## src/rtl/core/pws_pkg.sv

```systemverilog
`timescale 1ns / 1ps
package pws_pkg;

    localparam int WINDOW_DEPTH  = 64;
    localparam int VALUE_BITS    = 20;
    localparam int POSITION_BITS = 31;
    localparam int SPAN_BITS     = 16;
    localparam int HALF_BITS     = SPAN_BITS - 1;
    localparam int IDX_BITS      = $clog2(WINDOW_DEPTH);
    localparam int CNT_BITS      = $clog2(WINDOW_DEPTH + 1);
    localparam int SUM_BITS      = VALUE_BITS + CNT_BITS;
    localparam int DIVIDEND_BITS = SUM_BITS + 1;
    localparam int DIVISOR_BITS  = CNT_BITS + 1;
    localparam int STEP_BITS     = $clog2(DIVIDEND_BITS + 1);
    localparam int ENTRY_BITS    = 1 + VALUE_BITS + POSITION_BITS;
    localparam logic [SPAN_BITS-1:0] SPAN_RESET = SPAN_BITS'(500);

    typedef struct packed {
        logic [POSITION_BITS-1:0] position;
        logic [VALUE_BITS-1:0]    value;
        logic                     present;
        logic                     last;
        logic [HALF_BITS-1:0]     half;
        logic                     bypass;
    } pws_item_t;

    typedef struct packed {
        logic [VALUE_BITS-1:0] value;
        logic                  present;
        logic                  truncated;
        logic                  run_last;
    } pws_result_t;

    typedef struct packed {
        logic [CNT_BITS-1:0] held;
        logic [CNT_BITS-1:0] waiting;
        logic                idle;
    } pws_status_t;

endpackage

```

## src/rtl/core/pws_front.sv

```systemverilog
`timescale 1ns / 1ps
module pws_front (
    input  logic                                clk,
    input  logic                                rst_n,
    input  logic                                in_valid,
    output logic                                in_stall,
    input  logic [pws_pkg::POSITION_BITS-1:0]   site_position,
    input  logic [pws_pkg::VALUE_BITS-1:0]      site_value,
    input  logic                                value_present,
    input  logic                                series_end,
    input  logic [pws_pkg::SPAN_BITS-1:0]       span,
    output logic                                q_valid,
    output pws_pkg::pws_item_t                  q_item,
    input  logic                                q_pop
);

    pws_pkg::pws_item_t slot_reg [2];
    logic               wr_ptr_reg;
    logic               rd_ptr_reg;
    logic [1:0]         count_reg;
    logic               push;
    pws_pkg::pws_item_t item;

    assign in_stall = count_reg == 2'd2;
    assign push     = in_valid && !in_stall;
    assign q_valid  = count_reg != 2'd0;
    assign q_item   = slot_reg[rd_ptr_reg];

    always_comb
    begin
        item.position = site_position;
        item.value    = site_value;
        item.present  = value_present;
        item.last     = series_end;
        item.half     = span[pws_pkg::SPAN_BITS-1:1];
        item.bypass   = span == '0;
    end

    always_ff @(posedge clk)
    begin
        if (push)
        begin
            slot_reg[wr_ptr_reg] <= item;
        end
    end

    always_ff @(posedge clk or negedge rst_n)
    begin
        if (!rst_n)
        begin
            wr_ptr_reg <= 1'b0;
            rd_ptr_reg <= 1'b0;
            count_reg  <= 2'd0;
        end
        else
        begin
            if (push)
            begin
                wr_ptr_reg <= !wr_ptr_reg;
            end
            if (q_pop)
            begin
                rd_ptr_reg <= !rd_ptr_reg;
            end
            count_reg <= count_reg + {1'b0, push} - {1'b0, q_pop};
        end
    end

endmodule

```

## config.mk

```make
export PLATFORM = sky130hd
export DESIGN_NAME = pws_front
export DESIGN_NICKNAME = d
export VERILOG_FILES = /design/src/rtl/core/pws_pkg.sv /design/src/rtl/core/pws_front.sv
export SDC_FILE = /design/constraint.sdc
export NUM_CORES = 1
export LEC_CHECK = 0
export BUFFER_PORTS_ARGS = -buffer_cell sky130_fd_sc_hd__buf_2
export CAP_MARGIN = 0
export CORE_MARGIN = 4
export CORE_UTILIZATION = 23
export CTS_BUF_LIST = sky130_fd_sc_hd__clkbuf_4 sky130_fd_sc_hd__clkbuf_8
export CTS_CLUSTER_SIZE = 14
export DETAILED_ROUTE_END_ITERATION = 16
export PLACE_DENSITY_LB_ADDON = 0.25
export RECOVER_POWER = 100
export SYNTH_ARGS = -nofsm -noshare
export SYNTH_HDL_FRONTEND = slang
export SYNTH_SLANG_ARGS = --single-unit
```

## constraint.sdc

```tcl
create_clock -name clk -period 7.5 [get_ports clk]
set_input_delay 0 -clock clk [delete_from_list [all_inputs] [get_ports clk]]
set_output_delay 0 -clock clk [all_outputs]
set_load 0.005 [all_outputs]
```

Yosys cells after proc, flatten, opt, wreduce, memory -nomap -nowiden
Memory sizes are Yosys's and may differ from the RTL's.
Index checks and enable logic that the tools add are counted.
Word-level totals
  memories kept: 1
  word-level logic and storage cells: 15
  input port bits: 73
  bits in registers: 4
  output and inout port bits: 71
  bits in writable memories: 138
Memory list
  slot_reg: words 2, width 69, rd ports 1, clocked after memory_dff 0, wr ports 1, line pws_front.sv:17  | pws_pkg::pws_item_t slot_reg [2];
Cells by class
  equal/unequal tests: 1
  reductions and logical operators: 6
  $add $sub $neg: 2
  muxes and demuxes: 2
Operator list (number)
  $logic_not A16 Y1: 1
  $logic_not A1 Y1: 3
  $add A2 B1 Y2: 1
  $eq A2 B2 Y1 const B: 1
  $mux W1: 2
  $reduce_bool A2 Y1: 1
  $sub A2 B1 Y2: 1
  $logic_and A1 B1 Y1: 1

Longest topological paths before layout
Gate-level depths: netlist of run 1.
  depth in word-level cells: 5
  gate-level depth with buffers: 7
  depth with buffers taken out: 7

Worst setup path before layout of run 1
Ideal clock, no wire load.
  path type: register to register
  start point: register count_reg[1]
  end point: memory slot_reg[0][0] in the netlist's numbering, enable pin
  setup slack: 3533 ps
  stages on the path, launching flop included: 4
  path buffers: 0
  data arrival time: 3471 ps
  setup time: 496 ps
  clock period less this slack: 3967 ps
  cells stage by stage: dfrtp_1 -> nand2b_1 -> nand2_1 -> nor2_1
On the way
  longest elaborated chain between the ends: 5
Ends and longest elaborated chain
  from (decl): line pws_front.sv:20  | logic [1:0] count_reg;
  from (signal assigned): line pws_front.sv:65  | count_reg <= count_reg + {1'b0, push} - {1'b0, q_pop};
  $eq A2 B2 Y1: line pws_front.sv:24  | assign in_stall = count_reg == 2'd2;
  $logic_not A1 Y1: line pws_front.sv:25  | assign push = in_valid && !in_stall;
  $logic_and A1 B1 Y1: line pws_front.sv:25
  $mux W1: line pws_front.sv:41  | if (push)
  $mux W1 (not written as such): line pws_front.sv:43  | slot_reg[wr_ptr_reg] <= item;
  to (decl): line pws_front.sv:17
Every way passes these cells.

Worst setup path in the final report of run 1
  start point: register count_reg[0]
  end point: memory slot_reg[0][51] in the netlist's numbering, enable pin
Same word-level chain as after synthesis.

==> out/qor.yml, run 1 <==
worst_setup_path:
  rr_worst_depth: 4
  timing.rr.end: "slot_reg[0][51]"
  crit_family: "buffers and inverters"
  cp_num_cells: 4
  timing.rr.start: "count_reg[0]"
  path_class: "reg2reg"
  worst_setup_path_end_kind: "register"
  cp-start-kind: "register"
  max_stage_delay_ns: 3.02
  cp_data_required_time_ns: 7.42
  arrival_ns: 4.24
  path_cells: "nand2b_1 -> nand2_1 -> nor2_4 -> clkbuf_1"
  crit_fanout: 69
  path_buf_inv: 1
  r2r_slack_ns: 3.18
  slowest_stage: "clkbuf_1"
  endpoint: "slot_reg[0][51]"
  critical_path.startpoint: "count_reg[0]"
yosys:
  yosys.area.top_type_share: 0.745
  syn_area_um2: 5560
  synth_cells: 237
  yosysSeqAreaShare: 0.763
  yosys_warnings: 0
  synth_area_leaders: "edfxtp_1 75%, mux2_4 19%, buf_12 2.5%, dfrtp_1 1.8%, xnor2_1 0.47%"
  ys_ff_latch: 142
  netlist.top_cell.by_area: "edfxtp_1"
  synth_cell_types: 16
  syn_nets: 312
  syn_area_per_cell_um2: 23.5
placed_design:
  dp_hpwl_um: 6930
  dp_slack_ns: 5.36
  port_buffers: 143
  gp_congestion: 0.677
route:
  vias: 2947
  drtIter0Drc: 107
  viasPerCell: 3.69
  avgRoutedWirePerCell_um: 14.4
  firstDrtPassIters: 3
  ant_nets: 0
  routed_wl_um: 11500
  drc: 0
timing:
  fin_crit_ns: 4.32
  fin_crit_sh: 0.576
  finalWorstSetupSlack_ns: 3.18
  rsz0062_at_grt: "false"
  fin_tns_setup_ns: 0
  skew_ns: 0.0139
  max_freq_mhz: 232
  slew_violations: 140
  max-slew-margin-rel: -1.87
  finalSetupViolations: 0
  final-hold-violation-count: 0
  worst_pin_slew_ns: 4.30
pwr:
  p_int_mw: 1.63
  seqPwrFrac: 0.506
  p_per_area_nw_per_um2: 321
  power.leakage_nw: 2.56
  ir_worst_vdd_uv: 103
  combPwrFrac: 0.266
  clockPowerShare: 0.228
  power_switching_share: 0.301
  p_sw_mw: 0.704
floorplanning:
  die_y_um: 163
  io_pins: 144
  core_area_um2: 23600
  start_util: 0.235
  row_count: 56
  dieWidth_um: 163
  die_area_um2: 26700
clock_network:
  root_buffer: "clkbuf_8"
  numCtsBuffers: 17
  clk_pin_slew_worst_paths_ns: 0.08
  clk_path_buf_depth: 2
  clkSinkCount: 142
  htree_levels: 4
  cts_tree: "yes"
  insertion_delay_ns: 0.43
  post_cts_buffers: 0
grt:
  grt-ovfl-total: 0
  grt_pass1_wl_um: 17600
  grt_pass1_vias: 3311
  track_usage: 0.0869
  grt_max_degree: 70
  antenna_found_initial: 0
layout:
  area_delta_synth_final_pct: 31.0
  layout_commonest_cell: "edfxtp_1"
  num_antenna_cells: 0
  nets: 541
  fill_cells: 2396
  mostFrequentLayoutCells: "138 x edfxtp_1, 86 x buf_2, 73 x dlygate4sd3_1"
  drive_gt1_frac: 0.259
  largest_reg_flops: 138
job:
  cap_viol_max_count: 2
status:
  status: "finished with violations"
  violations: "max-capacitance violations, max-slew violations"
worst_hold_path:
  hold_class: "in2reg"
## layer usage
layer | global-route usage | share of wire
met1 | 0.100 | 0.43
met2 | 0.148 | 0.50
met3 | 0.0346 | 0.066
met4 | 0.0286 | 0.0091
met5 | 0 | 0
## worst min path at each step
stage / from / endpoint / cells past startpoint
final: site_position[22] / slot_reg[1][60] / 2
after global routing: site_position[2] / slot_reg[0][40] / 2
after CTS: site_position[4] / slot_reg[0][42] / 2
after detailed placement: rst_n / wr_ptr_reg / 1
after global placement: rst_n / count_reg[0] / 1
after floorplan: rst_n / count_reg[0] / 0
## per-stage QoR
stage	power, mW	std cells	hold WS [ns]	utilization	area [um2]
detailed placement	1.99	693	-0.175	0.278	6550
CTS	2.58	798	0.229	0.323	7620
global placement	1.98	693	-0.180	0.278	6550
global route	2.50	798	0.244	0.308	7280
finish	2.34	798	0.293	0.308	7280
floorplan	1.76	237	-0.296	-	5560
## synth_stat cells (all sizes together)
library cell,instances
mux2,69
dfrtp,4
buf,8
and4,1
nand2b,1
nand2,1
xnor2,3
inv,2
ha,2
nor2,1
xor2,1
and3,1
nor4,4
edfxtp,138
or2,1
## layout make-up
| type | instances | area, um2 | share of cell area |
|---|---|---|---|
| clock buffer | 18 | 241 | 0.0332 |
| tap | 319 | 399 | 0.0548 |
| inverter | 2 | 7.51 | 0.00103 |
| multi-input combinational | 85 | 908 | 0.125 |
| clock inverter | 14 | 93.8 | 0.0129 |
| sequential | 142 | 4240 | 0.583 |
| timing repair buffer | 218 | 1390 | 0.191 |
## power by group through the flow
stage	Clock (mW)	Sequential, mW	Combinational [mW]
2_1_floorplan	0	1.15	0.608
3_3_place_gp	0	1.20	0.784
3_5_place_dp	0	1.21	0.788
4_1_cts	0.566	1.19	0.822
5_1_grt	0.600	1.21	0.694
6_report	0.533	1.18	0.622
## cell families (layout without fill, tap and decap cells)
logic type    count (synthesis)  after routing  share of synthesized area
flops                       142            142                      0.763
mux                          69             69                      0.186
simple gates                 10             10                     0.0108
buf+inv                      10            252                     0.0286
xor+xnor                      4              4                    0.00630
fa+ha+maj                     2              2                    0.00450
## repair_timing
action | CTS | global route
endpoints found under the setup margin | 0 | 0
hold buffers | 73 | 0
hold endpoints to repair | 145 | 0
resized for setup | 0 | 0
(Power assumes the default switching activity.)
==> run 2: changes to the inputs <==
ABC_AREA = 1   (was default)
clock period = 4.2 ns   (was 7.5 ns; I/O delays follow)
==> out/qor.yml, run 2 <==
status:
  status: "finished with violations"
  violations: "max-capacitance violations, max-slew violations"
floorplanning:
  io_pins: 144  # unchanged
  core_area_um2: 24200  # +2.7%
  die_y_um: 165  # +0.81%
  row_count: 57  # +1.8%
  dieWidth_um: 165  # +0.81%
  start_util: 0.233  # -0.00225
  die_area_um2: 27200  # +1.6%
worst_setup_path:
  cp_data_required_time_ns: 4.31  # -3.11 ns
  arrival_ns: 3.00  # -1.24 ns
  max_stage_delay_ns: 1.50  # -1.52 ns
  crit_fanout: 35  # -49%
  path_cells: "inv_1 -> o21ai_0 -> nor2_2 -> buf_12"
  slowest_stage: "nor2_2"
  path_class: "reg2reg"
  cp-start-kind: "register"
  worst_setup_path_end_kind: "register"
timing:
  max_freq_mhz: 346  # +49%
  fin_crit_sh: 0.688  # +0.113
  finalSetupViolations: 0  # unchanged
  skew_ns: 0.0114  # -0.00249 ns
  max-slew-margin-rel: -0.321  # +1.55
  worst_pin_slew_ns: 1.98  # -2.32 ns
  fin_crit_ns: 2.89  # -1.43 ns
  final-hold-violation-count: 0  # unchanged
  fin_tns_setup_ns: 0  # unchanged
  slew_violations: 35  # -75%
  rsz0062_at_grt: "false"
clock_network:
  clkSinkCount: 142  # unchanged
  cts_tree: "yes"
  post_cts_buffers: 0  # unchanged
  numCtsBuffers: 17  # unchanged
  htree_levels: 4  # unchanged
  insertion_delay_ns: 0.42  # about the same
  clk_pin_slew_worst_paths_ns: 0.08  # about the same
  root_buffer: "clkbuf_8"
  clk_path_buf_depth: 2  # unchanged
yosys:
  yosys.area_share.adder: 0.00443  # -0.0000757
  synth_xor_area_frac: 0.00465  # -0.00166
  yosys.area.top_type_share: 0.733  # -0.0125
  synth_area_leaders: "edfxtp_1 73%, mux2_4 18%, buf_12 2.5%, dfrtp_1 1.8%, inv_1 1.1%"
  yosys_warnings: 0  # unchanged
  synthTopCellsByCount: "138 x edfxtp_1, 69 x mux2_4, 17 x inv_1"
  synth_edf_count: 138  # unchanged
  muxShareOfSynthArea: 0.183  # -0.00313
  yosysSeqAreaShare: 0.751  # -0.0128
  ys.flop_type: "edfxtp_1"
  synth_top_family_by_area: "multiplexers"
  synth_cell_types: 15  # -1
  yosysMostFrequentCell: "edfxtp_1"
  synth-async-reset-ratio: 0.0282  # unchanged
  synth_compound_area_frac: 0.00288  # +0.00288
  syn_nets: 341  # +9.3%
  synth_cells: 266  # +12%
  synth-simple-area-share: 0.0162  # +0.00535
  netlist.top_cell.by_area: "edfxtp_1"
  syn_area_per_cell_um2: 21.3  # -9.4%
  syn_area_um2: 5650  # +1.7%
  ys_ff_latch: 142  # unchanged
layout:
  drive_gt1_frac: 0.244  # -0.0153
  final_cells: 833  # +4.4%
  nets: 571  # +5.5%
  area_delta_synth_final_pct: 32.3
  mostFrequentLayoutCells: "138 x edfxtp_1, 83 x buf_2, 73 x dlygate4sd3_1"
  num_antenna_cells: 0  # unchanged
  layout_commonest_cell: "edfxtp_1"
  final_cell_area_um2: 7480  # +2.7%
  largest_reg_flops: 138  # unchanged
route:
  vias: 3037  # +3.1%
  firstDrtPassIters: 4  # +1
  avgRoutedWirePerCell_um: 14.0  # -3.3%
  routed_wl_um: 11600  # +0.99%
  drc: 0  # unchanged
  viasPerCell: 3.65  # -1.3%
  ant_nets: 0  # unchanged
  drtIter0Drc: 89  # -17%
pwr:
  design_power_total_mw: 4.34  # +86%
  p_per_area_nw_per_um2: 580  # +81%
  ir_worst_vdd_uv: 586  # +470%
  power.leakage_nw: 2.70  # +5.5%
grt:
  grt_max_degree: 57  # -19%
  grt_pass1_vias: 3385  # +2.2%
  grt_pass1_wl_um: 17600  # about the same
  antenna_found_initial: 0  # unchanged
  track_usage: 0.0859  # -0.000992
  grt-ovfl-total: 0  # unchanged
placed_design:
  dp_hpwl_um: 7540  # +8.8%
  dp_cells: 728  # +5.1%
  gp_congestion: 0.704  # +4.0%
  placedInstanceArea_um2: 6670  # +1.8%
  port_buffers: 143  # unchanged
worst_hold_path:
  hold_class: "in2reg"
job:
  cap_viol_max_count: 1  # -1
-- run 2: critical path, delay by kind of cell, from the launching register on --
family | cells | cell delay, ns
AND/OR/NAND/NOR | 1 | 1.50
AO/OA/AOI/OAI | 1 | 0.16
flip-flops | 1 | 0.43
buffers and inverters | 2 | 0.44
-- run 2: cell type report --
cell class	count	area (um2)
Fill cell	2508	16800
Tap cell	324	405
Inverter	17	65.1
Clock inverter	15	184
Timing Repair Buffer	219	1410
Clock buffer	17	234
Sequential cell	142	4250
Multi-Input combinational cell	99	938
-- run 2: report_power, final --
group          internal [mW]  switching, mW  total [mW]  leakage (nW)
Combinational          0.526          0.546        1.07          1.17
Sequential              1.94          0.184        2.12          1.33
Clock                  0.597          0.550        1.15         0.201
-- run 2: worst paths after layout --
kind	start	end	slack, ns	depth (start not counted)
max in group asynchronous	rst_n	rd_ptr_reg	3.55	3
setup / recovery	count_reg[1]	slot_reg[1][21]	1.31	4
hold / removal	value_present	slot_reg[0][17]	0.29	2
min in group asynchronous	rst_n	count_reg[0]	0.46	3
setup reg to reg	count_reg[1]	slot_reg[1][21]	1.31	4
hold reg to reg	wr_ptr_reg	wr_ptr_reg	0.50	2
-- run 2: through the flow --
stage,hold WS [ns],worst slack (ns),util
finish,0.294,1.31,0.308
global route,0.259,1.03,0.308
CTS,0.249,1.56,0.322
detailed placement,-0.181,1.88,0.275
global placement,-0.191,1.96,0.275
floorplan,-0.296,0.243,-
-- run 2: logic make-up (layout without fill, tap and decap cells) --
kind of cell / after synthesis / after routing
flops: 142 / 142
xor+xnor: 3 / 3
compound gates: 2 / 2
simple gates: 23 / 23
buf+inv: 25 / 268
fa+ha+maj: 2 / 2
mux: 69 / 69
-- run 2: timing repair --
| action | CTS | global route |
|---|---|---|
| gates resized for setup | 0 | 0 |
| hold buffers | 73 | 0 |
| hold endpoints to repair | 144 | 0 |
| endpoints found under the setup margin | 0 | 0 |
-- run 2: routing by layer --
| layer | GRT usage | up-vias | wire length, um | share of wire |
|---|---|---|---|---|
| li1 | - | 1461 | - | - |
| met1 | 0.103 | 1486 | 5100 | 0.44 |
| met2 | 0.144 | 80 | 5740 | 0.49 |
| met3 | 0.0289 | 10 | 626 | 0.054 |
| met4 | 0.0306 | 0 | 152 | 0.013 |
| met5 | 0 | - | 0 | 0 |
