### config.mk
export PLATFORM = sky130hd
export DESIGN_NAME = pws_back
export DESIGN_NICKNAME = d
export VERILOG_FILES = /design/src/rtl/core/pws_pkg.sv /design/src/rtl/core/pws_ram.sv /design/src/rtl/core/pws_div.sv /design/src/rtl/core/pws_back.sv
export SDC_FILE = /design/constraint.sdc
export NUM_CORES = 2
export LEC_CHECK = 0
export ABC_AREA = 1
export ABC_CLOCK_PERIOD_IN_PS = 9200
export BUFFER_PORTS_ARGS = -buffer_cell sky130_fd_sc_hd__buf_2
export CORE_ASPECT_RATIO = 1.1
export CORE_MARGIN = 2
export CORE_UTILIZATION = 40
export CTS_CLUSTER_SIZE = 24
export DETAILED_ROUTE_END_ITERATION = 10
export PLACE_DENSITY_LB_ADDON = 0.12
export REMOVE_ABC_BUFFERS = 1
export SETUP_SLACK_MARGIN = 0.2
export SYNTH_ARGS = -nofsm -noshare
export SYNTH_HDL_FRONTEND = slang
export SYNTH_SLANG_ARGS = --single-unit
### constraint.sdc
create_clock -name clk -period 9.2 [get_ports clk]
set_clock_uncertainty 0.1 [all_clocks]
set_input_delay 1.84 -clock clk [delete_from_list [all_inputs] [get_ports clk]]
set_output_delay 1.84 -clock clk [all_outputs]
set_load 0.02 [all_outputs]
### src/rtl/core/pws_pkg.sv
`timescale 1ns / 1ps
package pws_pkg;

    localparam int WINDOW_DEPTH  = 64;
    localparam int VALUE_BITS    = 20;
    localparam int POSITION_BITS = 31;
    localparam int SPAN_BITS     = 16;
    localparam int HALF_BITS     = SPAN_BITS - 1;
    localparam int IDX_BITS      = $clog2(WINDOW_DEPTH);
    localparam int CNT_BITS      = $clog2(WINDOW_DEPTH + 1);
    localparam int SUM_BITS      = VALUE_BITS + CNT_BITS;
    localparam int DIVIDEND_BITS = SUM_BITS + 1;
    localparam int DIVISOR_BITS  = CNT_BITS + 1;
    localparam int STEP_BITS     = $clog2(DIVIDEND_BITS + 1);
    localparam int ENTRY_BITS    = 1 + VALUE_BITS + POSITION_BITS;
    localparam logic [SPAN_BITS-1:0] SPAN_RESET = SPAN_BITS'(500);

    typedef struct packed {
        logic [POSITION_BITS-1:0] position;
        logic [VALUE_BITS-1:0]    value;
        logic                     present;
        logic                     last;
        logic [HALF_BITS-1:0]     half;
        logic                     bypass;
    } pws_item_t;

    typedef struct packed {
        logic [VALUE_BITS-1:0] value;
        logic                  present;
        logic                  truncated;
        logic                  run_last;
    } pws_result_t;

    typedef struct packed {
        logic [CNT_BITS-1:0] held;
        logic [CNT_BITS-1:0] waiting;
        logic                idle;
    } pws_status_t;

endpackage

### src/rtl/core/pws_ram.sv
`timescale 1ns / 1ps
module pws_ram #(
    parameter int WIDTH = 8,
    parameter int DEPTH = 16
) (
    input  logic                     clk,
    input  logic                     we,
    input  logic [$clog2(DEPTH)-1:0] waddr,
    input  logic [WIDTH-1:0]         wdata,
    input  logic [$clog2(DEPTH)-1:0] raddr,
    output logic [WIDTH-1:0]         rdata
);

    logic [WIDTH-1:0] mem_reg [DEPTH];
    logic [WIDTH-1:0] rdata_reg;

    always_ff @(posedge clk)
    begin
        if (we)
        begin
            mem_reg[waddr] <= wdata;
        end
        rdata_reg <= mem_reg[raddr];
    end

    assign rdata = rdata_reg;

endmodule

### src/rtl/core/pws_div.sv
`timescale 1ns / 1ps
module pws_div (
    input  logic                                clk,
    input  logic                                rst_n,
    input  logic                                start,
    input  logic [pws_pkg::DIVIDEND_BITS-1:0]   dividend,
    input  logic [pws_pkg::DIVISOR_BITS-1:0]    divisor,
    output logic                                done,
    output logic [pws_pkg::DIVIDEND_BITS-1:0]   quotient
);

    logic                               busy_reg;
    logic                               done_reg;
    logic [pws_pkg::STEP_BITS-1:0]      step_reg;
    logic [pws_pkg::DIVISOR_BITS-1:0]   rem_reg;
    logic [pws_pkg::DIVISOR_BITS-1:0]   dsr_reg;
    logic [pws_pkg::DIVIDEND_BITS-1:0]  quo_reg;
    logic [pws_pkg::DIVISOR_BITS:0]     shifted;
    logic [pws_pkg::DIVISOR_BITS:0]     diff;
    logic                               fits;

    assign shifted = {rem_reg, quo_reg[pws_pkg::DIVIDEND_BITS-1]};
    assign diff    = shifted - {1'b0, dsr_reg};
    assign fits    = shifted >= {1'b0, dsr_reg};

    always_ff @(posedge clk or negedge rst_n)
    begin
        if (!rst_n)
        begin
            busy_reg <= 1'b0;
            done_reg <= 1'b0;
            step_reg <= '0;
        end
        else
        begin
            done_reg <= 1'b0;
            if (start)
            begin
                busy_reg <= 1'b1;
                step_reg <= '0;
                rem_reg  <= '0;
                dsr_reg  <= divisor;
                quo_reg  <= dividend;
            end
            else if (busy_reg)
            begin
                rem_reg  <= fits ? diff[pws_pkg::DIVISOR_BITS-1:0]
                                 : shifted[pws_pkg::DIVISOR_BITS-1:0];
                quo_reg  <= {quo_reg[pws_pkg::DIVIDEND_BITS-2:0], fits};
                step_reg <= step_reg + 1'b1;
                if (step_reg == pws_pkg::STEP_BITS'(pws_pkg::DIVIDEND_BITS - 1))
                begin
                    busy_reg <= 1'b0;
                    done_reg <= 1'b1;
                end
            end
        end
    end

    assign done     = done_reg;
    assign quotient = quo_reg;

endmodule

### src/rtl/core/pws_back.sv
`timescale 1ns / 1ps
module pws_back (
    input  logic                        clk,
    input  logic                        rst_n,
    input  logic                        q_valid,
    input  pws_pkg::pws_item_t          q_item,
    output logic                        q_pop,
    output logic                        res_valid,
    output pws_pkg::pws_result_t        res,
    input  logic                        res_ready,
    output pws_pkg::pws_status_t        status
);

    typedef enum logic [4:0] {
        S_IDLE, S_EVICT_RD, S_EVICT, S_WRITE, S_ADV, S_ADV_CHK, S_HEAD, S_FHEAD,
        S_SCAN, S_DIVGO, S_DIVW, S_PUT, S_RET, S_RET_CHK, S_TAIL, S_FLUSH,
        S_BYP, S_LAST
    } state_t;

    localparam logic [pws_pkg::CNT_BITS-1:0] FULL = pws_pkg::CNT_BITS'(pws_pkg::WINDOW_DEPTH);

    state_t                              state_reg;
    state_t                              ret_reg;
    pws_pkg::pws_item_t                  item_reg;
    logic [pws_pkg::IDX_BITS-1:0]        oldest_reg;
    logic [pws_pkg::IDX_BITS-1:0]        pend_reg;
    logic [pws_pkg::IDX_BITS-1:0]        newest_reg;
    logic [pws_pkg::IDX_BITS-1:0]        k_reg;
    logic [pws_pkg::CNT_BITS-1:0]        held_reg;
    logic [pws_pkg::CNT_BITS-1:0]        pcnt_reg;
    logic [pws_pkg::CNT_BITS-1:0]        issued_reg;
    logic [pws_pkg::CNT_BITS-1:0]        cnt_reg;
    logic [pws_pkg::SUM_BITS-1:0]        sum_reg;
    logic                                dv_reg;
    logic                                forced_reg;
    logic                                trunc_reg;
    logic                                drop_v_reg;
    logic [pws_pkg::POSITION_BITS-1:0]   drop_pos_reg;
    logic [pws_pkg::POSITION_BITS-1:0]   c_reg;
    logic [pws_pkg::POSITION_BITS-1:0]   ref_reg;
    logic                                hv_reg;
    pws_pkg::pws_result_t                hold_reg;
    pws_pkg::pws_result_t                new_reg;

    logic [pws_pkg::IDX_BITS-1:0]        raddr;
    logic [pws_pkg::ENTRY_BITS-1:0]      rdata;
    logic                                rd_present;
    logic [pws_pkg::VALUE_BITS-1:0]      rd_value;
    logic [pws_pkg::POSITION_BITS-1:0]   rd_pos;
    logic [pws_pkg::POSITION_BITS:0]     half_x;
    logic                                div_start;
    logic                                div_done;
    logic [pws_pkg::DIVIDEND_BITS-1:0]   quotient;
    logic                                rd_in;
    logic                                drop_in;

    function automatic logic [pws_pkg::IDX_BITS-1:0] nxt(input logic [pws_pkg::IDX_BITS-1:0] i);
        return (i == pws_pkg::IDX_BITS'(pws_pkg::WINDOW_DEPTH - 1)) ? '0 : i + 1'b1;
    endfunction

    function automatic logic in_win(input logic [pws_pkg::POSITION_BITS-1:0] p,
                                    input logic [pws_pkg::POSITION_BITS-1:0] c,
                                    input logic [pws_pkg::POSITION_BITS:0] h);
        return ({1'b0, p} + h >= {1'b0, c}) && ({1'b0, p} <= {1'b0, c} + h);
    endfunction

    assign {rd_present, rd_value, rd_pos} = rdata;
    assign half_x  = {{(pws_pkg::POSITION_BITS + 1 - pws_pkg::HALF_BITS){1'b0}}, item_reg.half};
    assign rd_in   = rd_present && in_win(rd_pos, c_reg, half_x);
    assign drop_in = drop_v_reg && in_win(drop_pos_reg, c_reg, half_x);

    always_comb
    begin
        case (state_reg)
            S_EVICT_RD, S_RET: raddr = oldest_reg;
            S_SCAN:            raddr = k_reg;
            default:           raddr = pend_reg;
        endcase
    end

    pws_ram #(
        .WIDTH(pws_pkg::ENTRY_BITS),
        .DEPTH(pws_pkg::WINDOW_DEPTH)
    ) u_store (
        .clk  (clk),
        .we   (state_reg == S_WRITE),
        .waddr(newest_reg),
        .wdata({item_reg.present, item_reg.value, item_reg.position}),
        .raddr(raddr),
        .rdata(rdata)
    );

    assign div_start = state_reg == S_DIVGO;

    pws_div u_div (
        .clk     (clk),
        .rst_n   (rst_n),
        .start   (div_start),
        .dividend({sum_reg, 1'b0} + pws_pkg::DIVIDEND_BITS'(cnt_reg)),
        .divisor ({cnt_reg, 1'b0}),
        .done    (div_done),
        .quotient(quotient)
    );

    assign q_pop     = state_reg == S_IDLE && q_valid;
    assign res_valid = hv_reg && (state_reg == S_PUT || state_reg == S_BYP
                                  || state_reg == S_LAST);
    always_comb
    begin
        res          = hold_reg;
        res.run_last = state_reg == S_LAST;
    end

    assign status.held    = held_reg;
    assign status.waiting = pcnt_reg;
    assign status.idle    = state_reg == S_IDLE;

    always_ff @(posedge clk or negedge rst_n)
    begin
        if (!rst_n)
        begin
            state_reg    <= S_IDLE;
            ret_reg      <= S_IDLE;
            oldest_reg   <= '0;
            pend_reg     <= '0;
            newest_reg   <= '0;
            held_reg     <= '0;
            pcnt_reg     <= '0;
            issued_reg   <= '0;
            dv_reg       <= 1'b0;
            forced_reg   <= 1'b0;
            drop_v_reg   <= 1'b0;
            drop_pos_reg <= '0;
            hv_reg       <= 1'b0;
        end
        else
        begin
            case (state_reg)
                S_IDLE:
                begin
                    if (q_valid)
                    begin
                        item_reg   <= q_item;
                        forced_reg <= 1'b0;
                        if (q_item.bypass)
                        begin
                            state_reg <= S_FLUSH;
                        end
                        else if (held_reg == FULL)
                        begin
                            state_reg <= S_EVICT_RD;
                        end
                        else
                        begin
                            state_reg <= S_WRITE;
                        end
                    end
                end
                S_EVICT_RD:
                begin
                    state_reg <= S_EVICT;
                end
                S_EVICT:
                begin
                    if (rd_present)
                    begin
                        drop_v_reg   <= 1'b1;
                        drop_pos_reg <= rd_pos;
                    end
                    oldest_reg <= nxt(oldest_reg);
                    held_reg   <= held_reg - 1'b1;
                    state_reg  <= S_WRITE;
                end
                S_WRITE:
                begin
                    newest_reg <= nxt(newest_reg);
                    held_reg   <= held_reg + 1'b1;
                    pcnt_reg   <= pcnt_reg + 1'b1;
                    state_reg  <= S_ADV;
                end
                S_ADV:
                begin
                    if (pcnt_reg == '0)
                    begin
                        ref_reg   <= item_reg.position;
                        state_reg <= S_RET;
                    end
                    else
                    begin
                        state_reg <= S_ADV_CHK;
                    end
                end
                S_ADV_CHK:
                begin
                    if (rd_present && ({1'b0, item_reg.position} <= {1'b0, rd_pos} + half_x))
                    begin
                        ref_reg   <= rd_pos;
                        state_reg <= S_RET;
                    end
                    else
                    begin
                        ret_reg   <= S_ADV;
                        state_reg <= S_HEAD;
                    end
                end
                S_FHEAD:
                begin
                    state_reg <= S_HEAD;
                end
                S_HEAD:
                begin
                    c_reg <= rd_pos;
                    if (!rd_present)
                    begin
                        new_reg   <= '0;
                        state_reg <= S_PUT;
                    end
                    else
                    begin
                        sum_reg    <= '0;
                        cnt_reg    <= '0;
                        k_reg      <= oldest_reg;
                        issued_reg <= '0;
                        dv_reg     <= 1'b0;
                        state_reg  <= S_SCAN;
                    end
                end
                S_SCAN:
                begin
                    dv_reg <= issued_reg < held_reg;
                    if (issued_reg < held_reg)
                    begin
                        k_reg      <= nxt(k_reg);
                        issued_reg <= issued_reg + 1'b1;
                    end
                    if (dv_reg && rd_in)
                    begin
                        sum_reg <= sum_reg + pws_pkg::SUM_BITS'(rd_value);
                        cnt_reg <= cnt_reg + 1'b1;
                    end
                    if (issued_reg == held_reg && !dv_reg)
                    begin
                        state_reg <= S_DIVGO;
                    end
                end
                S_DIVGO:
                begin
                    trunc_reg <= forced_reg || drop_in;
                    state_reg <= S_DIVW;
                end
                S_DIVW:
                begin
                    if (div_done)
                    begin
                        new_reg.value     <= quotient[pws_pkg::VALUE_BITS-1:0];
                        new_reg.present   <= 1'b1;
                        new_reg.truncated <= trunc_reg;
                        new_reg.run_last  <= 1'b0;
                        state_reg         <= S_PUT;
                    end
                end
                S_PUT:
                begin
                    if (!hv_reg || res_ready)
                    begin
                        hold_reg   <= new_reg;
                        hv_reg     <= 1'b1;
                        pend_reg   <= nxt(pend_reg);
                        pcnt_reg   <= pcnt_reg - 1'b1;
                        forced_reg <= 1'b0;
                        state_reg  <= ret_reg;
                    end
                end
                S_RET:
                begin
                    state_reg <= (held_reg > pcnt_reg) ? S_RET_CHK : S_TAIL;
                end
                S_RET_CHK:
                begin
                    if ({1'b0, rd_pos} + half_x < {1'b0, ref_reg})
                    begin
                        oldest_reg <= nxt(oldest_reg);
                        held_reg   <= held_reg - 1'b1;
                        state_reg  <= S_RET;
                    end
                    else
                    begin
                        state_reg <= S_TAIL;
                    end
                end
                S_TAIL:
                begin
                    if (item_reg.last)
                    begin
                        state_reg <= S_FLUSH;
                    end
                    else if (pcnt_reg >= FULL)
                    begin
                        forced_reg <= 1'b1;
                        ret_reg    <= S_LAST;
                        state_reg  <= S_FHEAD;
                    end
                    else
                    begin
                        state_reg <= S_LAST;
                    end
                end
                S_FLUSH:
                begin
                    if (pcnt_reg != '0)
                    begin
                        ret_reg   <= S_FLUSH;
                        state_reg <= S_FHEAD;
                    end
                    else
                    begin
                        oldest_reg   <= newest_reg;
                        pend_reg     <= newest_reg;
                        held_reg     <= '0;
                        drop_v_reg   <= 1'b0;
                        drop_pos_reg <= '0;
                        state_reg    <= item_reg.bypass ? S_BYP : S_LAST;
                    end
                end
                S_BYP:
                begin
                    if (!hv_reg || res_ready)
                    begin
                        hold_reg.value     <= item_reg.present ? item_reg.value : '0;
                        hold_reg.present   <= item_reg.present;
                        hold_reg.truncated <= 1'b0;
                        hold_reg.run_last  <= 1'b0;
                        hv_reg             <= 1'b1;
                        state_reg          <= S_LAST;
                    end
                end
                S_LAST:
                begin
                    if (!hv_reg || res_ready)
                    begin
                        hv_reg    <= 1'b0;
                        state_reg <= S_IDLE;
                    end
                end
                default:
                begin
                    state_reg <= S_IDLE;
                end
            endcase
        end
    end

endmodule
After elaboration in Yosys (flattened, before gate mapping)
Memory sizes are Yosys's and may differ from the RTL's. A register that Yosys moved wholly into a read port is not among the register bits. Cells that the tools add are included.

Equal/unequal tests: 44. $add $sub $neg: 17. Reduce and logical (&&, ||, !) cells: 53. Multiplexer cells: 88. Order comparisons: 10.

Operators with widths (count): 31-bit two-way mux (4); 31-bit one-hot mux with 2 select lines (2); 31-bit by 15-bit adder with 32-bit output (3); 31-bit by 32-bit <= comparator with 1-bit output (3); 23-bit two-way mux (4); 23-bit one-hot mux with 2 select lines (2); 5-bit one-hot mux with 18 select lines (1); 5-bit two-way mux (15); 32-bit by 31-bit >= comparator with 1-bit output (2); 28-bit two-way mux (2); 27-bit two-way mux (2); 6-bit two-way mux (9); 27-bit one-hot mux with 2 select lines (1); 7-bit two-way mux (6); 7-bit one-hot mux with 2 select lines (3); 5-bit by 4-bit == test with 1-bit output (second input constant) (8); 6-bit one-hot mux with 2 select lines (3); 32-bit by 31-bit less-than comparator with 1-bit output (1); 28-bit by 7-bit adder with 28-bit output (1); 7-bit by 1-bit adder with 7-bit output (second input constant) (4); 7-bit one-hot mux with 4 select lines (1); 27-bit by 20-bit adder with 27-bit output (1); 2-bit != test (second input constant) (13); 6-bit by 1-bit adder with 6-bit output (second input constant) (4); 39 further kinds (117).

Input bits: 73. Memory bits (writable): 3328. Memories: 1. Flip-flop bits (word level): 351.

Memory list: u_store.mem_reg (depth 64, width 52, rd ports 1, clocked after Yosys merged registers in 1, wr ports 1, line pws_ram.sv:14) `logic [WIDTH-1:0] mem_reg [DEPTH];`.

Depth between registers and ports, before layout
Word-level depth: 7. Gate-level depth with buffers: 30. Mapped depth without buffers: 30.

By module
A second synthesis with hierarchy kept.

Cells, all modules: 13882. Area, all modules: 158764.8 µm².

Modules (own cells, without submodules): pws_ram (instances 1, cells each 10962, area an instance 134079.8 µm²); pws_back (instances 1, cells each 2620, area an instance 21997.3 µm²); pws_div (instances 1, cells each 300, area an instance 2687.6 µm²).

Worst setup path before layout
Ideal clock, no wire load.

Path kind: in2reg. Start point: in rst_n. End point: reg item_reg (netlist bit half_x[0]), enable pin. Arrival: 6.650 ns. Setup slack: 1.868 ns. Cell stages on the path: 2. Buffers on the path: 0. Cell sequence: inv_1 -> nor3_1.

Word-level cells in the longest chain between the ends: 1.

RTL lines: start: declaration (line pws_back.sv:4) `input logic rst_n,`; 3-bit AND reduction (no line); end signal: assignment (line pws_back.sv:143) `item_reg <= q_item;`; end: declaration (line pws_back.sv:24) `pws_pkg::pws_item_t item_reg;`.

No other way between the ends. A chain may end at the register's enable or synchronous reset.

Final worst setup path
Start point: reg u_store.rdata_reg[14], in the netlist u_store.rdata[14], read port of u_store.mem_reg. End point: reg cnt_reg[2] (netlist bit), enable pin.

Word-level cells in the longest chain between the ends: 7. Elaborated cells on any way between the ends: 8. Classes of those cells: add/sub (1); order compare (2); eq/ne (1); reduce/logical (4).

RTL lines: start: declaration (line pws_ram.sv:15) `logic [WIDTH-1:0] rdata_reg;`; 31-bit by 15-bit adder with 32-bit output (line pws_back.sv:64) `return ({1'b0, p} + h >= {1'b0, c}) && ({1'b0, p} <= {1'b0, c} + h);`; 32-bit by 31-bit >= comparator with 1-bit output (line pws_back.sv:64); 1-bit logical AND (*) (line pws_back.sv:64); 1-bit logical AND (*) (line pws_back.sv:69) `assign rd_in = rd_present && in_win(rd_pos, c_reg, half_x);`; 1-bit logical AND (*) (line pws_back.sv:236) `if (dv_reg && rd_in)`; 2-bit != test (no line) (*); 4-bit AND reduction (no line) (*); end signal: assignment (line pws_back.sv:239) `cnt_reg <= cnt_reg + 1'b1;`; end: declaration (line pws_back.sv:32) `logic [pws_pkg::CNT_BITS-1:0] cnt_reg;`.

Every way passes the cells marked *; elsewhere a longest branch is shown, timed or not.

==> out/metrics.yaml <==
run_status:
  outcome: "complete, no violations"
clock_tree:
  clk_pin_slew_worst_paths_ns: 0.06
  cts.path.max_buffers: 4
  numCtsBuffers: 400
  cts-resized-gates: 0
  cts_tree: "yes"
  cts.htree.levels: 5
  clock_latency_ns: 1.00
  clock_tree.root_cell: "clkbuf_16"
  postCtsSetupBuffers: 0
  cts.sinks: 3729
  hold_buffers: 0
min_path:
  hold_start: "ret_reg[3]$_DFFE_PN0P_"
  min-delay-path-class: "reg2reg"
timing:
  fin_crit_sh_pct: 62.3
  setup_viol: 0
  slew-limit-headroom_pct: 15.4
  period_needed_ns: 5.73
  grt_setup_unrepaired: "no"
  max_freq_mhz: 174
  hold_viol: 0
  tightestPinTransition_ns: 1.27
  slew_viol_final: 0
pwr:
  power.leakage_nw: 60.0
  p_total_w: 0.0648
  clockPowerShare_pct: 24.9
  intPower_w: 0.0372
  power_frac_seq_pct: 31.1
  peakVddDrop_mv: 0.481
  p_per_area_nw_per_um2: 365
  power_switching_share_pct: 42.6
  p_switching_w: 0.0276
  share_comb_of_total_power_pct: 44.0
synthesis:
  avgSynthCellArea_um2: 12.8
  synth.most_common_cell: "edfxtp_1"
  synthFlopType: "edfxtp_1"
  netlist_area_um2: 157000
  synth-seq-cells: 3729
  synth_area_leaders: "edfxtp_1, o211ai_1, o21ai_0"
  synth_top_area_share_pct: 68.4
  synth_cells: 12287
  ys_warn_count: 0
  ys_top_cells_by_count: "edfxtp_1, o211ai_1, o21ai_0"
  synth_edf_count: 3587
  synthArstFlopShare_pct: 2.41
  synth_seq_area_share_pct: 70.5
  synth_cell_types: 53
  yosys.area.top_type: "edfxtp_1"
floorplan:
  die_area_um2: 399000
  start_util_pct: 40.2
  rows: 241
  chipHeight_um: 662
  coreArea_um2: 392000
  ios: 113
  die_w_um: 602
global_routing:
  grt_usage_pct: 25.8
  overflow: 0
  grt_pass1_wl_um: 740000
  antenna_found_initial: 32
  grt_max_degree: 231
  grt_pass1_vias: 98815
setup_path:
  path_buf_inv: 3
  path_common_cell: "nand2_1"
  critPathRequiredTime_ns: 9.69
  critPathKind: "reg2reg"
  worst-path-max-fanout: 34
  max_stage_delay_ns: 0.85
  critPathSlowestCell: "dfxtp_1"
  path_cells: "ha_1 -> nand2_1 -> nor2_1 -> and3_1 -> nand2_1 -> nand2_1 -> nand3_1 -> nor3_1 -> nand3_1 -> nor4_1 -> xor2_1 -> inv_1 -> ha_1 -> nand2_1 -> inv_1 -> nand4_1 -> nor3_1 -> nand2_1 -> nand3_1 -> nand3b_1 -> a21oi_4 -> buf_4"
  crit_start: "u_store.rdata[14]$_DFF_P_"
  cp-start-kind: "flop"
  r2r_start: "u_store.rdata[14]$_DFF_P_"
  arrival_ns: 6.22
  path_delay_family: "simple AND/OR/NAND/NOR gates"
  worst_setup_path_end_kind: "flop"
place:
  place_congestion: 0.831
  io_buffers: 112
  place_area_um2: 165000
  dp_hpwl_um: 280000
cells_and_area:
  fill_cells: 34842
  seqCellArea_um2: 111000
  area_growth_pct: 12.8
  largest_reg_flops: 3328
  multi_input_area_um2: 40600
  nNetsFinal: 12683
  drive_above_1_share_pct: 13.0
  postLayoutCellArea_um2: 178000
route:
  drc: 0
  ant_nets: 0
  firstDrtPassIters: 6
  wire_per_inst_um: 29.4
  drt_iter0_drc: 12091
  viasPerCell: 5.78
  num_vias: 103366
  wirelength_um: 526000
job:
  drv_cap: 0
[cells in the final DEF (no fill, tap or decap), drive strengths merged, types with 52 or more instances in the layout]
cell / count
a21oi: 207
buf: 388
clkbuf: 514
clkinv: 169
dfrtp: 90
dfxtp: 52
edfxtp: 3587
ha: 292
inv: 844
nand2: 992
nand3: 603
nor2: 947
nor3: 54
o211ai: 1245
o21ai: 1264
o22ai: 461
or2: 587
xor2: 101
[logic make-up (layout without fill, tap and decap cells)]
| family | Yosys count | in the layout | share of synthesized area (%) |
|---|---|---|---|
| AOI/OAI and AO/OA | 3271 | 3271 | 12.9 |
| buffers and inverters | 1603 | 1965 | 4.10 |
| adders and majority gates | 300 | 300 | 2.42 |
| other | 0 | 11 | 0 |
| and+or+nand+nor | 3257 | 3257 | 9.36 |
| xor gates and xnor gates | 127 | 127 | 0.706 |
| DFF | 3729 | 3729 | 70.5 |
[per-layer routing]
layer,routed length [um],global-route usage (%)
met5,0,0
met1,222000,35.2
met3,38200,3.67
met2,249000,42.8
met4,16600,7.61
[area by class of cell]
type / count / share of cell area (%)
sequential: 3729 / 62.5
tap: 5224 / 3.68
multi-input combinational: 6955 / 22.8
timing repair buffer: 388 / 1.84
antenna: 11 / 0.0155
inverter: 836 / 1.79
clock buffer: 514 / 6.07
clock inverter: 227 / 1.27
[power by group through the flow]
stage	Sequential, W	Combinational (W)	Clock, W
after global routing	0.0202	0.0312	0.0171
after floorplan	0.0202	0.0167	0
after CTS	0.0201	0.0284	0.0164
after detailed placement	0.0205	0.0284	0
final	0.0201	0.0285	0.0162
after global placement	0.0205	0.0280	0
[worst paths after layout]
path	end	slack [ns]	depth (start not counted)
max	cnt_reg[2]$_SDFFCE_PN0P_	3.47	22
min	ret_reg[3]$_DFFE_PN0P_	0.38	2
max reg2reg	cnt_reg[2]$_SDFFCE_PN0P_	3.47	22
min reg2reg	ret_reg[3]$_DFFE_PN0P_	0.38	2
max in group asynchronous	u_div.step_reg[3]$_DFFE_PN0N_	7.06	2
min in group asynchronous	hv_reg$_DFFE_PN0P_	0.80	1
[stage by stage]
stage	hold slack, ns	worst slack [ns]	util [%]	cells	TNS [ns]
after floorplan	0.337	-66.75	-	11520	-3468.72
after global placement	0.362	3.37	42.0	17132	0
after detailed placement	0.363	3.48	42.0	17132	0
after CTS	0.376	3.45	45.3	17873	0
after global routing	0.421	3.04	45.3	17874	0
final	0.382	3.47	45.3	17884	0
[worst min-delay path, delay by kind of cell, from the launching register on]
| kind | cells | cell delay (ns) |
|---|---|---|
| flops | 1 | 0.34 |
| simple gates | 2 | 0.11 |
Power figures use the tool's default switching activity.
